===== config.mk =====
export PLATFORM = sky130hd
export DESIGN_NAME = btpr_ctrl
export DESIGN_NICKNAME = d
export VERILOG_FILES = /design/src/binary_trie_prefix_router_defines.svh /design/src/btpr_pkg.sv /design/src/btpr_ctrl.sv
export SDC_FILE = /design/constraint.sdc
export NUM_CORES = 1
export LEC_CHECK = 0
export BUFFER_PORTS_ARGS = -buffer_cell sky130_fd_sc_hd__buf_2
export CAP_MARGIN = 20
export CORE_AREA = 2 2 39 41
export DETAILED_ROUTE_END_ITERATION = 8
export DIE_AREA = 0 0 41 43
export HOLD_SLACK_MARGIN = 0.02
export PLACE_DENSITY_LB_ADDON = 0.2
export SYNTH_ARGS = -nofsm -noshare
export SYNTH_HDL_FRONTEND = slang
export SYNTH_SLANG_ARGS = --single-unit

===== constraint.sdc =====
create_clock -name i_clk -period 1.49 [get_ports i_clk]
set_input_delay 0.2235 -clock i_clk [delete_from_list [all_inputs] [get_ports i_clk]]
set_output_delay 0.2235 -clock i_clk [all_outputs]
set_load 0.05 [all_outputs]

===== src/binary_trie_prefix_router_defines.svh =====
// assertion macros for the binary trie prefix router
// no dependencies; included by the top level only
`ifndef BINARY_TRIE_PREFIX_ROUTER_DEFINES_SVH
`define BINARY_TRIE_PREFIX_ROUTER_DEFINES_SVH
`ifndef SYNTH
`define BTPR_ASSERT_IMP(label, ante, cons) \
    label: assert property (@(posedge i_clk) disable iff (!i_rst_n) (ante) |-> (cons)) \
        else $error("assertion failed");
`define BTPR_ASSERT_NXT(label, ante, cons) \
    label: assert property (@(posedge i_clk) disable iff (!i_rst_n) (ante) |=> (cons)) \
        else $error("assertion failed");
`else
`define BTPR_ASSERT_IMP(label, ante, cons)
`define BTPR_ASSERT_NXT(label, ante, cons)
`endif
`endif


===== src/btpr_pkg.sv =====
// shared types for the binary trie prefix router
// no dependencies
package btpr_pkg;
    localparam int unsigned MAX_BITS = 128;
    localparam int unsigned ADDR_W   = 128;
    localparam int unsigned LEN_W    = 8;
    localparam int unsigned ID_W     = 16;

    typedef struct packed {
        logic load;      // capture the incoming transaction
        logic rd;        // read the current node
        logic upd_res;   // lookup: take the node entry if valid
        logic step;      // move to the existing child
        logic wr_entry;  // insert: store entry on current node
        logic wr_link;   // insert: link parent to the next free node
        logic wr_clr;    // insert: clear the new node and move to it
        logic set_full;  // insert: pool exhausted
        logic emit;      // load the output register
    } t_cmd;

    typedef struct packed {
        logic is_ins;
        logic at_end;
        logic no_child;
        logic pool_out;
        logic out_free;
    } t_sts;
endpackage


===== src/btpr_ctrl.sv =====
// sequencer for the trie walk
// depends on btpr_pkg
module btpr_ctrl (
    input  logic            i_clk,
    input  logic            i_rst_n,
    input  logic            i_in_valid,
    input  btpr_pkg::t_sts  i_sts,
    output logic            o_in_ready,
    output btpr_pkg::t_cmd  o_cmd
);
    import btpr_pkg::*;

    localparam logic [2:0] S_IDLE = 3'd0;
    localparam logic [2:0] S_RD   = 3'd1;
    localparam logic [2:0] S_EV   = 3'd2;
    localparam logic [2:0] S_CLR  = 3'd3;
    localparam logic [2:0] S_DONE = 3'd4;

    logic [2:0] r_state;
    logic [2:0] n_state;

    always_ff @(posedge i_clk) begin
        if (!i_rst_n) begin
            r_state <= S_IDLE;
        end else begin
            r_state <= n_state;
        end
    end

    assign o_in_ready = (r_state == S_IDLE);

    always_comb begin
        n_state = r_state;
        o_cmd   = '0;
        unique case (r_state)
            S_IDLE: begin
                if (i_in_valid) begin
                    o_cmd.load = 1'b1;
                    n_state    = S_RD;
                end
            end
            S_RD: begin
                o_cmd.rd = 1'b1;
                n_state  = S_EV;
            end
            S_EV: begin
                if (!i_sts.is_ins) begin
                    o_cmd.upd_res = 1'b1;
                    if (i_sts.at_end || i_sts.no_child) begin
                        n_state = S_DONE;
                    end else begin
                        o_cmd.step = 1'b1;
                        n_state    = S_RD;
                    end
                end else if (i_sts.at_end) begin
                    o_cmd.wr_entry = 1'b1;
                    n_state        = S_DONE;
                end else if (!i_sts.no_child) begin
                    o_cmd.step = 1'b1;
                    n_state    = S_RD;
                end else if (i_sts.pool_out) begin
                    o_cmd.set_full = 1'b1;
                    n_state        = S_DONE;
                end else begin
                    o_cmd.wr_link = 1'b1;
                    n_state       = S_CLR;
                end
            end
            S_CLR: begin
                o_cmd.wr_clr = 1'b1;
                n_state      = S_RD;
            end
            S_DONE: begin
                if (i_sts.out_free) begin
                    o_cmd.emit = 1'b1;
                    n_state    = S_IDLE;
                end
            end
            default: begin
                n_state = S_IDLE;
            end
        endcase
    end
endmodule


==> impl_metrics.json, run 1 <==
{
  "dieWidth_um": 41,
  "firstDrtPassIters": 3,
  "syn_area_per_cell_um2": 7.82,
  "finalSetupViolations": 6,
  "numCtsBuffers": 3,
  "antenna_found_initial": 0,
  "synthCells": 36,
  "register_area_um2": 62.6,
  "viasPerCell": 4.59,
  "worst_r2r_path_depth": 5,
  "hpwl_um": 646,
  "power_w": 0.000477,
  "cts_max_path_buffers": 2,
  "reg2reg_slack_ns": 0.03,
  "setup_slack_ns": -0.145,
  "routabilityCongestion": 0.650,
  "synth.most_common_cell": "nor2_1",
  "drt_iter0_drc": 3,
  "syn_area_um2": 282,
  "worstReg2RegEnd": "r_state[1]",
  "synth_nets": 44,
  "port_buffers": 17,
  "cts.sinks": 3,
  "num_io_pins": 18,
  "end_kind": "primary output",
  "startpoint": "r_state[0]",
  "p_seq_frac": 0.195,
  "power_frac_comb": 0.519,
  "path_class": "reg -> out",
  "fillers": 144,
  "grt_max_degree": 11,
  "yosysTopAreaCell": "dfxtp_1",
  "ctsRootBufferMaster": "clkbuf_4",
  "ant_nets": 0,
  "p_leak_nw": 0.254,
  "min_period_ns": 1.63,
  "row_count": 14,
  "pre_cts_ws_ns": 0.00128,
  "status": "finished with violations",
  "switchingPower_w": 0.000191,
  "clockPowerShare": 0.286,
  "ys_top_cells_by_count": "4 x nor2_1, 3 x dfxtp_1, 3 x inv_1, 3 x nand2_1",
  "r2r_start": "r_state[0]",
  "path_clk_slew_ns": 0.04,
  "cts_tree": "done",
  "coreArea_um2": 1380,
  "layout.cells.non_filler": 78,
  "final_area_um2": 582,
  "relSlewSlack": 0.833,
  "largest-register": "r_state",
  "placed_cell_area_um2": 448,
  "ys_async_sr_fraction": 0,
  "synthTopCellsByArea": "dfxtp_1 21%, nor4_4 7.6%, nor4b_1 6.2%, a21o_1 5.3%, nor2_1 5.3%",
  "start_util": 0.203,
  "maxCapViolCount": 0,
  "clock_skew_ns": 0.00433,
  "fmax_mhz": 612,
  "grtUsageTotal": 0.114,
  "endpoint": "o_cmd[3]",
  "intPower_w": 0.000286,
  "clk-insertion-delay-late_ns": 0.23,
  "synth_top_area_share": 0.213,
  "ys_types": 21,
  "grt-ovfl-total": 0,
  "dieHeight_um": 43,
  "cts_htree_levels": 1,
  "ys_seq_area_frac": 0.213,
  "ys_seq_elements": 3,
  "antenna_cells": 0,
  "slew_violations": 0,
  "switching_share": 0.401,
  "vias": 358,
  "grt_pass1_vias": 318,
  "wl_per_cell_um": 10.3,
  "synth_edf_count": 0,
  "hold_viol_final": 0,
  "hold_buffers": 0,
  "multi_input_area_um2": 274,
  "reg_top3": "r_state: 3 flops",
  "totalWireLength_um": 807,
  "cp_max_fo": 3,
  "hold_path_class": "in -> reg",
  "holdWs_ns": 0.282,
  "synthToLayoutAreaGrowth_pct": 107,
  "dp.cells": 73,
  "rsz0062_at_grt": "yes",
  "ys.flop_type": "dfxtp_1",
  "violations": "setup timing",
  "startpoint_type": "register",
  "fin_nets": 71,
  "yosys_warnings": 0,
  "powerDensity_nw_per_um2": 819,
  "ir_worst_vdd_uv": 309,
  "dieArea_um2": 1760,
  "period_share": 1.10,
  "largest_register_ffs": 3,
  "tightest_slew_ns": 0.247,
  "crit_required_ns": 1.27,
  "drc": 0,
  "drive_gt1_frac": 0.661,
  "arrival_ns": 1.41,
  "grt_pass1_wl_um": 1260
}
## layout make-up
cell class | count | share of cell area
multi-input combinational | 29 | 0.471
clock buffer | 4 | 0.0452
inverter | 3 | 0.0194
tap | 16 | 0.0344
timing repair buffer | 23 | 0.323
sequential | 3 | 0.108
## metal layers
metal	vias up	global-route usage	part of all wire
met5	-	0	0
met4	0	0.120	0.033
met3	2	0.0209	0.052
met2	13	0.163	0.52
met1	161	0.126	0.39
li1	182	-	-
## worst min-delay path by stage
stage                       start    endpoint  slack [ns]  depth (start not counted)
after floorplan           i_rst_n  r_state[1]        0.36                          1
after global placement    i_rst_n  r_state[1]        0.52                          2
after detailed placement  i_rst_n  r_state[1]        0.51                          2
after CTS                 i_rst_n  r_state[1]        0.28                          2
after global routing      i_rst_n  r_state[1]        0.29                          2
final                     i_rst_n  r_state[1]        0.28                          2
## critical path: stages, from the launching register on
cell and delay [ns]:
dfxtp_2 0.30, or3b_4 0.43, nor4_4 0.26, buf_6 0.20
## what timing repair did
item	in CTS	in global routing
resized for setup	16	12
endpoints found under the setup margin	8	8
buffers inserted	0	1
pin swaps	0	3
## per-stage QoR
stage	utilization	TNS, ns
global route	0.420	-0.887
finish	0.420	-0.519
global placement	0.324	0
floorplan	-	-1.44
CTS	0.380	-0.777
detailed placement	0.324	0
## power by group through the flow
stage	Clock, W	Combinational [W]	Sequential (W)
floorplan	0	0.000138	0.0000989
global placement	0	0.000200	0.0000945
detailed placement	0	0.000199	0.0000947
CTS	0.000143	0.000224	0.0000933
global route	0.000152	0.000263	0.0000943
finish	0.000136	0.000247	0.0000930
## layout by cell type (no fill, tap or decap), types with 3 or more instances in the layout
master,n
buf_6,10
buf_2,9
nor2_4,4
buf_4,4
inv_1,3
nand2_1,3
clkbuf_4,3
## cells by family after synthesis
kind of cell	count (synthesis)	share of synthesized area
DFF	3	0.213
buffers and inverters	4	0.0800
and+or+nand+nor	21	0.511
AOI/OAI and AO/OA	8	0.196
Note: power is estimated with default switching activity, not from simulation.
==> inputs of run 2 (changes only) <==
--- a/config.mk
+++ b/config.mk
@@ -5,6 +5,7 @@
 export SDC_FILE = /design/constraint.sdc
 export NUM_CORES = 1
 export LEC_CHECK = 0
+export ABC_AREA = 1
 export BUFFER_PORTS_ARGS = -buffer_cell sky130_fd_sc_hd__buf_2
 export CAP_MARGIN = 20
 export CORE_AREA = 2 2 39 41
==> impl_metrics.json, run 2 <==
{
  "status": "finished clean",
  "clk-insertion-delay-late_ns": 0.23,
  "ys_types": 12,
  "hpwl_um": 542,
  "synthToLayoutAreaGrowth_pct": 73.1,
  "r2r_start": "r_state[0]",
  "cts.sinks": 3,
  "reg_top3": "r_state: 3 flops",
  "end_kind": "primary output",
  "relSlewSlack": 0.833,
  "routabilityCongestion": 0.795,
  "vias": 344,
  "synth_nets": 54,
  "syn_area_um2": 251,
  "firstDrtPassIters": 4,
  "hold_path_class": "in -> reg",
  "grtUsageTotal": 0.0862,
  "yosys_warnings": 0,
  "grt_use_met2": 0.134,
  "drive_gt1_frac": 0.463,
  "dieHeight_um": 43,
  "top_usage_layer": "met2",
  "dieWidth_um": 41,
  "path_class": "reg -> out",
  "slew_violations": 0,
  "ys_top_cells_by_count": "12 x inv_1, 7 x nand2_1, 7 x nand3_1",
  "ys_seq_elements": 3,
  "ys_async_sr_fraction": 0,
  "start_util": 0.182,
  "final_common_cell": "buf_2",
  "path_clk_slew_ns": 0.03,
  "totalWireLength_um": 648,
  "synth_edf_count": 0,
  "cts_htree_levels": 1,
  "ys_seq_area_frac": 0.239,
  "holdWs_ns": 0.247,
  "min_period_ns": 1.43,
  "cts_tree": "done",
  "antenna_cells": 0,
  "fin_nets": 76,
  "row_count": 14,
  "p_leak_nw": 0.254,
  "use_met1": 0.0990,
  "startpoint_type": "register",
  "arrival_ns": 1.20,
  "coreArea_um2": 1380,
  "viasPerCell": 4.14,
  "wl_per_cell_um": 7.81,
  "hold_viol_final": 0,
  "ys.flop_type": "dfxtp_1",
  "synthCells": 46,
  "fmax_mhz": 702,
  "synth_top_area_share": 0.239,
  "largest-register": "r_state",
  "yosysTopAreaCell": "dfxtp_1",
  "tightest_slew_ns": 0.252,
  "placed_cell_area_um2": 374,
  "grt_pass1_vias": 309,
  "period_share": 0.957,
  "hold_start": "i_rst_n",
  "postCtsSetupBuffers": 0,
  "grtUsageMet3": 0.0471,
  "setup_slack_ns": 0.0647,
  "num_io_pins": 18,
  "cp_max_fo": 5,
  "numCtsBuffers": 3,
  "finalSetupViolations": 0,
  "grt_pass1_wl_um": 1060,
  "drt_iter0_drc": 7,
  "crit_required_ns": 1.27,
  "maxCapViolCount": 0,
  "dieArea_um2": 1760,
  "antenna_found_initial": 0,
  "drc": 0,
  "startpoint": "r_state[1]",
  "powerDensity_nw_per_um2": 998,
  "ant_nets": 0,
  "pre_cts_ws_ns": 0.128,
  "grt-ovfl-total": 0,
  "syn_area_per_cell_um2": 5.47,
  "cts_max_path_buffers": 2,
  "final_cell_mix": "14 x buf_2, 11 x inv_1, 7 x nand2_1, 7 x nand3_1, 5 x nor2_1",
  "grt_max_degree": 7,
  "synth.most_common_cell": "inv_1",
  "clock_skew_ns": 0.000821,
  "synthTopCellsByArea": "dfxtp_1 24%, inv_1 18%, nand3_1 14%, nand2_1 10%, nor2_1 7.5%",
  "final_area_um2": 435,
  "port_buffers": 17,
  "ctsRootBufferMaster": "clkbuf_4",
  "ir_worst_vdd_uv": 294,
  "largest_register_ffs": 3
}
-- run 2: changes by cell type after synthesis, moves of 2 or more --
cell / change
inv_2: +2
nor3b_1: -2
inv_1: +9
nand3_1: +7
o21ai_0: -2
a21o_1: -2
nand2_1: +4
nor4b_1: -2
-- run 2: kinds of logic after synthesis --
group / after synthesis / share of synthesized area
compound gates: 4 / 0.0945
buf+inv: 14 / 0.209
flops: 3 / 0.239
simple gates: 25 / 0.458
-- run 2: area by class of cell --
class                      count  area (um^2)
clock buffer                   4         26.3
multi-input combinational     29          175
sequential                     3         65.1
inverter                      14         52.6
fill                         162          948
tap                           16         20.0
timing repair buffer          17         96.3
-- run 2: power breakdown --
| group | total, W | switching [W] | leakage, nW | internal [W] |
|---|---|---|---|---|
| clock | 0.000139 | 0.0000384 | 0.0150 | 0.000100 |
| sequential | 0.000106 | 0.0000151 | 0.0256 | 0.0000913 |
| combinational | 0.000189 | 0.000139 | 0.213 | 0.0000507 |
-- run 2: path summary, 6_finish.rpt --
path / slack (ns) / to / cells past startpoint
worst max-delay path: 0.06 / o_cmd[4] / 5
worst min-delay path: 0.25 / r_state[1] / 3
worst max register to register: 0.50 / r_state[0] / 5
worst min register to register: 0.57 / r_state[1] / 2
-- run 2: metal layers --
layer,wire length [um],up-vias
met3,23,0
li1,-,184
met2,325,9
met1,299,151
met4,0,0
met5,0,-
-- run 2: through the flow --
step	TNS [ns]	std cells	utilization	power [W]
2_1_floorplan	-0.366	46	-	0.000244
3_3_place_gp	0	79	0.270	0.000285
3_5_place_dp	0	79	0.270	0.000286
4_1_cts	0	83	0.298	0.000438
5_1_grt	-0.00285	83	0.315	0.000469
6_report	0	83	0.315	0.000434
-- run 2: timing repair --
item | CTS | global route
hold buffers | 0 | 0
gates cloned | 0 | 0
setup endpoints to repair | 5 | 6
gates resized for setup | 6 | 5
-- run 2: critical path, cell delays in order, from the launching register on --
cell	delay [ns]
dfxtp_4	0.36
inv_2	0.05
nor2_4	0.10
nand2_4	0.09
nor3_2	0.10
buf_2	0.27
==> inputs of run 3 (changes only) <==
--- a/config.mk
+++ b/config.mk
@@ -6,7 +6,7 @@
 export NUM_CORES = 1
 export LEC_CHECK = 0
 export ABC_AREA = 1
-export BUFFER_PORTS_ARGS = -buffer_cell sky130_fd_sc_hd__buf_2
+export BUFFER_PORTS_ARGS = -buffer_cell sky130_fd_sc_hd__clkbuf_2
 export CAP_MARGIN = 20
 export CORE_AREA = 2 2 39 41
 export DETAILED_ROUTE_END_ITERATION = 8
==> impl_metrics.json, run 3 (synthesized netlist as in run 2, its figures left out) <==
{
  "port_buffers": 17,
  "r2r_start": "r_state[0]",
  "worst_r2r_path_depth": 5,
  "cts_tree": "done",
  "row_count": 14,
  "cts_max_path_buffers": 2,
  "placed_cell_area_um2": 374,
  "grt_pass1_vias": 291,
  "cpPeakStageDelay_ns": 0.37,
  "hpwl_um": 560,
  "synthToLayoutAreaGrowth_pct": 83.1,
  "drive_gt1_frac": 0.478,
  "startpoint_type": "register",
  "hold_depth": 3,
  "antenna_found_initial": 0,
  "hold_start": "i_rst_n",
  "dieArea_um2": 1760,
  "hold_path_class": "in -> reg",
  "dieHeight_um": 43,
  "p_leak_nw": 0.256,
  "start_util": 0.182,
  "power_w": 0.000442,
  "crit_required_ns": 1.27,
  "finalSetupViolations": 0,
  "maxCapViolCount": 0,
  "cpMaxStageDelayCell": "dfxtp_4",
  "tightest_slew_ns": 0.274,
  "largest_register_ffs": 3,
  "cts_htree_levels": 1,
  "period_share": 0.967,
  "dieWidth_um": 41,
  "fmax_mhz": 694,
  "rsz0062_at_grt": "yes",
  "hold_viol_final": 0,
  "min_period_ns": 1.44,
  "drc": 0,
  "final_common_cell": "inv_1",
  "relSlewSlack": 0.818,
  "wl_per_cell_um": 8.29,
  "multi_input_area_um2": 178,
  "arrival_ns": 1.22,
  "numCtsBuffers": 3,
  "fin_nets": 76,
  "num_io_pins": 18,
  "grt-ovfl-total": 0,
  "reg_top3": "r_state: 3 flops",
  "ctsRootBufferMaster": "clkbuf_4",
  "fillers": 160,
  "ir_worst_vdd_uv": 316,
  "firstDrtPassIters": 3,
  "vias": 356,
  "critPathTopFamily": "flip-flops",
  "final_area_um2": 460,
  "clk-insertion-delay-late_ns": 0.23,
  "path_clk_slew_ns": 0.04,
  "viasPerCell": 4.29,
  "totalWireLength_um": 688,
  "coreArea_um2": 1380,
  "drt_iter0_drc": 10,
  "clock_skew_ns": 0.00101,
  "path_class": "reg -> out",
  "ant_nets": 0,
  "worstReg2RegEnd": "r_state[0]",
  "cts.sinks": 3,
  "end_kind": "primary output",
  "antenna_cells": 0,
  "reg2reg_slack_ns": 0.55,
  "final_cell_mix": "11 x inv_1, 10 x clkbuf_2, 7 x nand2_1, 7 x nand3_1, 7 x clkbuf_4",
  "grt_pass1_wl_um": 1060,
  "status": "finished clean",
  "critical_path.cell_chain": "inv_4 -> nor2_4 -> nand2_4 -> nor4_4 -> clkbuf_8",
  "grt_max_degree": 7,
  "grtUsageTotal": 0.0862,
  "routabilityCongestion": 0.762,
  "cp.buffers_inverters": 2,
  "postCtsSetupBuffers": 0,
  "register_area_um2": 65.1,
  "cp_max_fo": 5,
  "largest-register": "r_state",
  "slew_violations": 0,
  "final_util": 0.333,
  "powerDensity_nw_per_um2": 959,
  "worstHoldEndpoint": "r_state[1]"
}
==> run 3: timing repair <==
| item | CTS | global route |
|---|---|---|
| pin swaps | 0 | 0 |
| endpoints found under the hold margin | 0 | 0 |
| resized for setup | 10 | 12 |
| setup endpoints to repair | 6 | 8 |
| hold buffers | 0 | 0 |
==> run 3: layout make-up <==
type | instances | share of cell area
clock buffer | 4 | 0.0571
inverter | 14 | 0.120
multi-input combinational | 29 | 0.386
sequential | 3 | 0.141
tap | 16 | 0.0435
timing repair buffer | 17 | 0.253
==> run 3: worst reg2reg max path, delay by kind of cell (launching register included) <==
kind / cells / cell delay (ns)
AND/OR/NAND/NOR: 3 / 0.36
AO/OA/AOI/OAI: 1 / 0.11
flip-flops: 1 / 0.35
buffers and inverters: 1 / 0.04
==> run 3: per-layer routing <==
metal	track usage	up-vias	share of wire	wire, um
met5	0	-	0	0
met4	0.0200	0	0	0
met3	0.0471	0	0.033	23
met2	0.122	7	0.49	339
met1	0.112	163	0.47	324
li1	-	186	-	-
==> run 3: report_power, final <==
| group | internal, W | total [W] | switching [W] |
|---|---|---|---|
| Sequential | 0.0000914 | 0.000109 | 0.0000176 |
| Combinational | 0.0000542 | 0.000194 | 0.000140 |
| Clock | 0.000100 | 0.000139 | 0.0000385 |
| Total | 0.000246 | 0.000442 | 0.000196 |
==> run 3: per-stage QoR <==
| step | setup TNS (ns) | setup WS [ns] | hold WS (ns) | std cells |
|---|---|---|---|---|
| after floorplan | -0.366 | -0.222 | 0.355 | 46 |
| after global placement | 0 | 0.109 | 0.479 | 79 |
| after detailed placement | 0 | 0.102 | 0.481 | 79 |
| after CTS | -0.0161 | -0.0161 | 0.228 | 83 |
| after global routing | -0.00368 | -0.00368 | 0.248 | 83 |
| final | 0 | 0.0489 | 0.242 | 83 |
==> run 3: how the worst max path moves through the flow <==
stage,from,to,cells after the start
finish,r_state[1],o_cmd[1],5
global placement,r_state[1],o_cmd[1],5
detailed placement,r_state[1],o_cmd[1],5
floorplan,r_state[1],o_cmd[1],4
CTS,r_state[1],o_cmd[1],5
global route,r_state[1],o_cmd[1],5
